### config.mk
export PLATFORM = sky130hd
export DESIGN_NAME = mtg_ctrl_flat
export DESIGN_NICKNAME = d
export VERILOG_FILES = /design/src/hw/rtl/mtg_pkg.sv /design/src/hw/rtl/mtg_in_if.sv /design/src/hw/rtl/mtg_ctrl.sv /design/src/flat_wrapper.sv
export SDC_FILE = /design/constraint.sdc
export NUM_CORES = 1
export LEC_CHECK = 0
export BUFFER_PORTS_ARGS = -buffer_cell sky130_fd_sc_hd__buf_2
export CORE_MARGIN = 2
export CORE_UTILIZATION = 30
export DETAILED_ROUTE_END_ITERATION = 12
export HOLD_SLACK_MARGIN = 0.08
export PLACE_DENSITY_LB_ADDON = 0.08
export SLEW_MARGIN = 10
export SYNTH_ARGS = -nofsm -noshare
export SYNTH_HDL_FRONTEND = slang
export SYNTH_SLANG_ARGS = --single-unit
### constraint.sdc
create_clock -name clk -period 4.65 [get_ports clk]
set_clock_uncertainty 0.2 [all_clocks]
set_input_delay 0.93 -clock clk [delete_from_list [all_inputs] [get_ports clk]]
set_output_delay 0.93 -clock clk [all_outputs]
set_load 0.02 [all_outputs]
### src/hw/rtl/mtg_pkg.sv
package mtg_pkg;

  // generator geometry
  localparam int STATE_WORDS   = 624;
  localparam int MIDDLE_OFFSET = 397;
  localparam int ADDR_W        = $clog2(STATE_WORDS);
  // read index also holds the "regenerate" and "unseeded" marks
  localparam int IDX_W         = $clog2(STATE_WORDS + 2);

  // field widths
  localparam int WORD_W  = 32;
  localparam int COUNT_W = 7;
  localparam int PADDR_W = 3;

  // longest run of words for one request
  localparam logic [COUNT_W-1:0] MAX_RUN = COUNT_W'(64);

  // recurrence and tempering constants
  localparam logic [WORD_W-1:0] TWIST_MATRIX = 32'h9908_b0df;
  localparam logic [WORD_W-1:0] SEED_MULT    = 32'd1812433253;
  localparam logic [WORD_W-1:0] TEMPER_B     = 32'h9d2c_5680;
  localparam logic [WORD_W-1:0] TEMPER_C     = 32'hefc6_0000;
  localparam logic [WORD_W-1:0] SEED_RESET   = 32'd5489;

  // register index of the seed word (word address bit 2)
  localparam logic REG_SEED = 1'b0;

  // store write data select
  typedef logic [1:0] wsel_t;
  localparam wsel_t WSEL_SEED  = 2'd0;
  localparam wsel_t WSEL_KNUTH = 2'd1;
  localparam wsel_t WSEL_TWIST = 2'd2;

  // controller to datapath commands
  typedef struct packed {
    logic              rd_en;
    logic [ADDR_W-1:0] rd_addr_a;
    logic [ADDR_W-1:0] rd_addr_b;
    logic              wr_en;
    logic [ADDR_W-1:0] wr_addr;
    wsel_t             wr_sel;
    logic              mul_en;
    logic              cur_load;
    logic              out_load;
    logic              out_last;
  } cmd_t;

  // datapath to controller status
  typedef struct packed {
    logic slot_free;
  } sts_t;

endpackage

### src/hw/rtl/mtg_in_if.sv
interface mtg_in_if;
  logic                          valid;
  logic                          ready;
  logic [mtg_pkg::COUNT_W-1:0]   word_count;

  modport source (output valid, output word_count, input ready);
  modport sink   (input valid, input word_count, output ready);
endinterface

### src/hw/rtl/mtg_ctrl.sv
module mtg_ctrl (
  input  logic          clk,
  input  logic          rst_n,
  mtg_in_if.sink        in_ch,
  input  logic          seed_wr,
  output mtg_pkg::cmd_t cmd,
  input  mtg_pkg::sts_t sts
);

  localparam int AW = mtg_pkg::ADDR_W;
  localparam int IW = mtg_pkg::IDX_W;
  localparam int CW = mtg_pkg::COUNT_W;
  localparam logic [AW-1:0] K_LAST   = AW'(mtg_pkg::STATE_WORDS - 1);
  localparam logic [AW-1:0] MID_WRAP = AW'(mtg_pkg::STATE_WORDS - mtg_pkg::MIDDLE_OFFSET);
  localparam logic [AW-1:0] MID_OFS  = AW'(mtg_pkg::MIDDLE_OFFSET);
  localparam logic [IW-1:0] IDX_REGEN    = IW'(mtg_pkg::STATE_WORDS);
  localparam logic [IW-1:0] IDX_UNSEEDED = IW'(mtg_pkg::STATE_WORDS + 1);

  localparam logic [3:0] S_IDLE     = 4'd0;
  localparam logic [3:0] S_GEN_RD   = 4'd1;
  localparam logic [3:0] S_GEN_LD   = 4'd2;
  localparam logic [3:0] S_SEED0    = 4'd3;
  localparam logic [3:0] S_SEED_MUL = 4'd4;
  localparam logic [3:0] S_SEED_WR  = 4'd5;
  localparam logic [3:0] S_TW_PRIME = 4'd6;
  localparam logic [3:0] S_TW_RD    = 4'd7;
  localparam logic [3:0] S_TW_WR    = 4'd8;

  logic [3:0]    state_r, state_nxt;
  logic [IW-1:0] idx_r, idx_nxt;
  logic [AW-1:0] k_r, k_nxt;
  logic [CW-1:0] rem_r, rem_nxt;
  logic [AW-1:0] k_next_addr, k_mid_addr;

  // neighbor and middle addresses of the twist step
  assign k_next_addr = (k_r == K_LAST) ? '0 : k_r + AW'(1);
  assign k_mid_addr  = (k_r < MID_WRAP) ? k_r + MID_OFS : k_r - MID_WRAP;

  assign in_ch.ready = (state_r == S_IDLE);

  // sequencer
  always_comb begin
    state_nxt     = state_r;
    idx_nxt       = idx_r;
    k_nxt         = k_r;
    rem_nxt       = rem_r;
    cmd           = '0;
    cmd.wr_sel    = mtg_pkg::WSEL_TWIST;
    case (state_r)
      S_IDLE: begin
        if (in_ch.valid && in_ch.word_count != '0) begin
          rem_nxt   = (in_ch.word_count > mtg_pkg::MAX_RUN) ? mtg_pkg::MAX_RUN
                                                              : in_ch.word_count;
          state_nxt = S_GEN_RD;
        end
      end
      S_GEN_RD: begin
        if (idx_r > IDX_REGEN) begin
          state_nxt = S_SEED0;
        end else if (idx_r == IDX_REGEN) begin
          state_nxt = S_TW_PRIME;
        end else begin
          cmd.rd_en     = 1'b1;
          cmd.rd_addr_a = idx_r[AW-1:0];
          idx_nxt       = idx_r + IW'(1);
          state_nxt     = S_GEN_LD;
        end
      end
      S_GEN_LD: begin
        if (sts.slot_free) begin
          cmd.out_load = 1'b1;
          cmd.out_last = (rem_r == CW'(1));
          rem_nxt      = rem_r - CW'(1);
          if (rem_r == CW'(1)) begin
            state_nxt = S_IDLE;
          end else if (idx_r < IDX_REGEN) begin
            // fetch the next word while this one goes out
            cmd.rd_en     = 1'b1;
            cmd.rd_addr_a = idx_r[AW-1:0];
            idx_nxt       = idx_r + IW'(1);
          end else begin
            state_nxt = S_GEN_RD;
          end
        end
      end
      S_SEED0: begin
        cmd.wr_en   = 1'b1;
        cmd.wr_addr = '0;
        cmd.wr_sel  = mtg_pkg::WSEL_SEED;
        k_nxt       = AW'(1);
        state_nxt   = S_SEED_MUL;
      end
      S_SEED_MUL: begin
        cmd.mul_en = 1'b1;
        state_nxt  = S_SEED_WR;
      end
      S_SEED_WR: begin
        cmd.wr_en   = 1'b1;
        cmd.wr_addr = k_r;
        cmd.wr_sel  = mtg_pkg::WSEL_KNUTH;
        if (k_r == K_LAST) begin
          idx_nxt   = IDX_REGEN;
          state_nxt = S_TW_PRIME;
        end else begin
          k_nxt     = k_r + AW'(1);
          state_nxt = S_SEED_MUL;
        end
      end
      S_TW_PRIME: begin
        cmd.rd_en     = 1'b1;
        cmd.rd_addr_a = '0;
        k_nxt         = '0;
        state_nxt     = S_TW_RD;
      end
      S_TW_RD: begin
        cmd.cur_load  = 1'b1;
        cmd.rd_en     = 1'b1;
        cmd.rd_addr_a = k_next_addr;
        cmd.rd_addr_b = k_mid_addr;
        state_nxt     = S_TW_WR;
      end
      S_TW_WR: begin
        cmd.wr_en   = 1'b1;
        cmd.wr_addr = k_r;
        cmd.wr_sel  = mtg_pkg::WSEL_TWIST;
        if (k_r == K_LAST) begin
          idx_nxt   = '0;
          state_nxt = S_GEN_RD;
        end else begin
          k_nxt     = k_r + AW'(1);
          state_nxt = S_TW_RD;
        end
      end
      default: begin
        state_nxt = S_IDLE;
      end
    endcase
    // a new seed restarts the sequence
    if (seed_wr) begin
      idx_nxt = IDX_UNSEEDED;
    end
  end

  always_ff @(posedge clk) begin
    if (!rst_n) begin
      state_r <= S_IDLE;
      idx_r   <= IDX_UNSEEDED;
    end else begin
      state_r <= state_nxt;
      idx_r   <= idx_nxt;
    end
  end

  always_ff @(posedge clk) begin
    k_r   <= k_nxt;
    rem_r <= rem_nxt;
  end

`ifndef SYNTH
  a_idx_range: assert property (@(posedge clk) disable iff (!rst_n)
    idx_r <= IDX_UNSEEDED)
    else $error("read index out of range");

  a_word_read_in_store: assert property (@(posedge clk) disable iff (!rst_n)
    (cmd.rd_en && (state_r == S_GEN_RD || state_r == S_GEN_LD)) |-> idx_r < IDX_REGEN)
    else $error("word read past end of store");

  a_load_free_slot: assert property (@(posedge clk) disable iff (!rst_n)
    cmd.out_load |-> sts.slot_free)
    else $error("output register overwritten");

  a_run_nonempty: assert property (@(posedge clk) disable iff (!rst_n)
    (state_r == S_GEN_RD || state_r == S_GEN_LD) |-> rem_r != '0)
    else $error("run active with no words left");

  a_run_end_idle: assert property (@(posedge clk) disable iff (!rst_n)
    (cmd.out_load && cmd.out_last) |=> state_r == S_IDLE)
    else $error("run did not end after last word");
`endif

endmodule

### src/flat_wrapper.sv
// flat-port wrapper written by rule: the top's interface ports become plain ports
module mtg_ctrl_flat 
  (clk, rst_n, seed_wr, cmd, sts, in_ch_valid, in_ch_word_count, in_ch_ready);
  mtg_in_if in_ch_i ();
  input  logic clk;
  input  logic rst_n;
  input  logic seed_wr;
  output mtg_pkg::cmd_t cmd;
  input  mtg_pkg::sts_t sts;
  input wire logic [$bits(in_ch_i.valid)-1:0] in_ch_valid;
  input wire logic [$bits(in_ch_i.word_count)-1:0] in_ch_word_count;
  output wire logic [$bits(in_ch_i.ready)-1:0] in_ch_ready;
  assign in_ch_i.valid = in_ch_valid;
  assign in_ch_i.word_count = in_ch_word_count;
  assign in_ch_ready = in_ch_i.ready;
  mtg_ctrl u_core (.clk(clk), .rst_n(rst_n), .in_ch(in_ch_i), .seed_wr(seed_wr), .cmd(cmd), .sts(sts));
endmodule
---- Yosys cells after proc, flatten, opt, wreduce, memory -nomap -nowiden ----
Index checks and enable logic that the tools add are counted.
storage, ports and cells
  flip-flop bits (word level) ............. 31
  logic and storage cells ................. 84
cells by class
  $add $sub $neg .......................... 5
  order comparisons ....................... 4
  equal/unequal tests ..................... 21
  muxes and demuxes ....................... 37
  bitwise gates (word level) .............. 1
  reduce and logical (&&, ||, !) cells .... 12
operators with widths
  operator                                               count
  two-way mux 10 bit                                     11
  two-way mux 11 bit                                     5
  case mux 11 bit (4 select lines)                       1
  case mux 10 bit (4 select lines)                       1
  case mux 13 bit (3 select lines)                       1
  case mux 4 bit (9 select lines)                        1
  case mux 10 bit (3 select lines)                       1
  two-way mux 7 bit                                      3
  adder 10 x 1 -> 10 bit, second input constant          2
  equality test 10 bit, second input constant            2
  equality test 4 x 3 -> 1 bit, second input constant    4
  two-way mux 4 bit                                      4
  case mux 7 bit (2 select lines)                        1
  adder 10 x 9 -> 10 bit, second input constant          1
  greater-than comparator 10 bit, second input constant  1
  < comparator 10 bit, second input constant             1
  < comparator 10 x 8 -> 1 bit, second input constant    1
  != test 2 bit, second input constant                   5
  subtractor 10 x 8 -> 10 bit, second input constant     1
  two-way mux 3 bit                                      3
  equality test 4 x 2 -> 1 bit, second input constant    2
  != test 2 x 1 -> 1 bit, second input constant          4
  AND reduction 8 bit                                    1
  equality test 7 x 1 -> 1 bit, second input constant    1
  17 further kinds                                       22

---- Depth between registers and ports, before layout ----
  depth after elaboration ................. 5
  depth in mapped cells ................... 7
  gate-level depth less buffers ........... 7

---- Worst setup path before layout ----
Ideal clock, no wire load.
  kind .................................... register -> output
  start ................................... reg u_core.k_r[0]
  end ..................................... out cmd[22] (netlist bit)
  data arrival time ....................... 2117 ps
  data required time ...................... 3520 ps
  slack ................................... 1403 ps
  stages on the path, launching flop included .. 7
  path buffers ............................ 0
  cells stage by stage .................... edfxtp_1 > ha_1 > nor4_1 > o21ai_1 > maj3_1 > xnor2_1 > nor2_1
RTL lines
  element                 line               source
  start, declared         mtg_ctrl.sv:31     logic [AW-1:0] k_r, k_nxt;
  start signal, assigned  mtg_ctrl.sv:155    k_r <= k_nxt;
  end, declared           flat_wrapper.sv:8  output mtg_pkg::cmd_t cmd;

==> flow_summary.toml <==
[status]
status = "finished, final reports clean"

[synth]
ys_warn_count = 0
yosysSeqAreaShare_pct = 30.7
syn_area_um2 = 2570
syn_inst = 318
syn_avg_cell_area_um2 = 8.09
async_reset_ff_share_pct = 0
synth.distinct_cells = 65
synthTopCellsByArea = "edfxtp_1 (20%), dfxtp_1 (11%), nor2_1 (6.0%)"
synth-edff-count = 17
ys_seq_elements = 31
synth_fp_nets = 335
synth_top_area_share_pct = 19.8
synth_flop_cell = "edfxtp_1"
synth_top_area_cell = "edfxtp_1"

[setup_path]
slowest_stage = "nor4_1"
cp_max_fo = 8
path_delay_family = "adder cells"
cp-end-kind = "output port"
critPathBufInv = 1
crit_type = "flop to output port"
worstPathRequired_ns = 3.52
slowest_delay_ns = 0.53
path_cells = "ha_1 -> nor4_1 -> o21ai_1 -> maj3_1 -> xnor2_1 -> nor2_1 -> buf_2"
cp-start-kind = "flop"
worstPathArrival_ns = 2.62

[global_routing]
grt_pass1_wl_mm = 12.5
grt_usage_pct = 16.2
overflow = 0
antenna_found_initial = 0
grt_pass1_vias = 2411
grt_max_degree = 24

[cts]
numCtsBuffers = 5
cts_sinks = 31
clk_pin_slew_worst_paths_ns = 0.07
holdBufCountCts = 0
cts_buffer_depth = 2
postCtsSetupRepairBufs = 0
ctsResizeCount = 0
clk_latency_ns = 0.29
cts.root.buffer_cell = "clkbuf_8"
htree_levels = 2
tritoncts = "built"

[layout]
final_cells = 465
drive_gt1_share_pct = 20.8
antenna_cells = 0
nNetsFinal = 376
synthToLayoutAreaGrowth_pct = 15.8

[die]
dieArea_um2 = 9340
rows = 33
die_h_um = 96.6
initial_core_util_pct = 31.2
fp.dieW_um = 96.6
pin_count = 51
core_area_um2 = 8260

[drt]
drt_wl_total_mm = 7.56
viasPerCell = 5.34
wl_per_cell_um = 16.3
drt-pass1-iter-count = 4
vias = 2485
drt-initial-drc-count = 95
drc_errors = 0
detail-route-antenna-nets = 0

[sta]
setup-violations-final = 0
worst_slew_pin_slew_ns = 0.887
finalCritPeriodShare_pct = 80.6
max_freq_mhz = 267
drv_slew = 0
period_minus_slack_ns = 3.75
grt_setup_unrepaired = "false"
tns_ns = 0
max-slew-margin-rel_pct = 40.2
final_hold_viol_count = 0

[pwr]
power_density_nw_per_um2 = 251
power.leakage_nw = 1.23
peakVddDrop_mv = 0.0805

[placement]
hpwl_mm = 5.67
portBuffers = 50
placedCellCount = 457
gp_congestion = 0.792

[min_path]
hold_path_class = "flop to flop"

[flow_run]
drv_cap = 0
synth_stat cells, drive strengths merged, types with 5 or more instances:
cell type and number:
nand3b 7, ha 5, xnor2 11, buf 8
o21ai 22, nand3 11, xor2 9, nor3 6
a21oi 13, dfxtp 14, inv 14, clkbuf 12
edfxtp 17, a31oi 5, and3 5, o211ai 5
nand2 28, and2 10, a211oi 5, nor2 41
state kept, by name, summed over array words and instances (netlist names):
name            cells
u_core.state_r      4
u_core.rem_r        7
u_core.idx_r       10
u_core.k_r         10
worst reg2reg max path, delay by kind of cell, from the launching register on:
| family | cells | cell delay [ns] |
|---|---|---|
| AOI/OAI and AO/OA | 1 | 0.50 |
| DFF | 1 | 0.57 |
| and+or+nand+nor | 2 | 1.04 |
cell usage in the layout, fill, tap and decap left out, types with 5 or more instances in the layout:
| cell type | instances |
|---|---|
| clkbuf_8 | 5 |
| xor2_1 | 9 |
| edfxtp_1 | 17 |
| dfxtp_1 | 14 |
| nor3_1 | 6 |
| inv_1 | 13 |
| nand3_1 | 10 |
| xnor2_1 | 11 |
| o211ai_1 | 5 |
| o21ai_0 | 21 |
| ha_1 | 5 |
| and3_1 | 5 |
| buf_2 | 50 |
| and2_1 | 10 |
| nand2_1 | 27 |
| a21oi_1 | 12 |
| nor2_1 | 41 |
| nand3b_1 | 7 |
layer usage:
| layer | vias to the layer above | share of wire [%] | wire length, µm | global-route usage, % |
|---|---|---|---|---|
| met4 | 0 | 1.1 | 83 | 4.12 |
| met5 | - | 0 | 0 | 0 |
| met2 | 55 | 46 | 3500 | 26.5 |
| met1 | 1178 | 48 | 3660 | 22.0 |
| met3 | 7 | 4.3 | 324 | 2.96 |
| li1 | 1245 | - | - | - |
power by group:
part	internal [W]	switching (W)
Sequential	0.000316	0.0000429
Combinational	0.0000723	0.000109
Clock	0.000102	0.000106
Total	0.000491	0.000259
final cells by class:
| type | count | area, µm² |
|---|---|---|
| clock buffer | 6 | 72.6 |
| multi-input combinational | 253 | 1640 |
| clock inverter | 2 | 7.51 |
| inverter | 14 | 52.6 |
| sequential | 31 | 791 |
| fill | 876 | 5280 |
| tap | 105 | 131 |
| timing repair buffer | 54 | 280 |
through the flow:
step                hold WS (ns)  worst slack [ns]  utilization, %  cell area (µm²)  power, W
detailed placement         0.329              1.18            35.1             2900  0.000547
global route               0.403             0.612            36.1             2980  0.000794
CTS                        0.341             0.862            36.1             2980  0.000758
floorplan                  0.300              1.40               -             2570  0.000496
finish                     0.347             0.903            36.1             2980  0.000749
global placement           0.327              1.25            35.1             2900  0.000549
kinds of logic after synthesis:
family	after synthesis	synth area share (%)
xor gates and xnor gates	20	6.81
adders and majority gates	6	2.82
AOI/OAI and AO/OA	88	24.8
DFF	31	30.7
buffers and inverters	34	5.69
and+or+nand+nor	138	28.8
muxes	1	0.389
worst paths after layout:
path / endpoint / slack (ns) / depth (start not counted) / start
worst min register to register: u_core.idx_r[1] / 0.35 / 2 / u_core.idx_r[1]
worst max-delay path: cmd[22] / 0.90 / 7 / u_core.k_r[0]
worst min-delay path: u_core.idx_r[1] / 0.35 / 2 / u_core.idx_r[1]
worst max register to register: u_core.k_r[7] / 1.97 / 3 / u_core.state_r[0]
(Power assumes the default switching activity.)
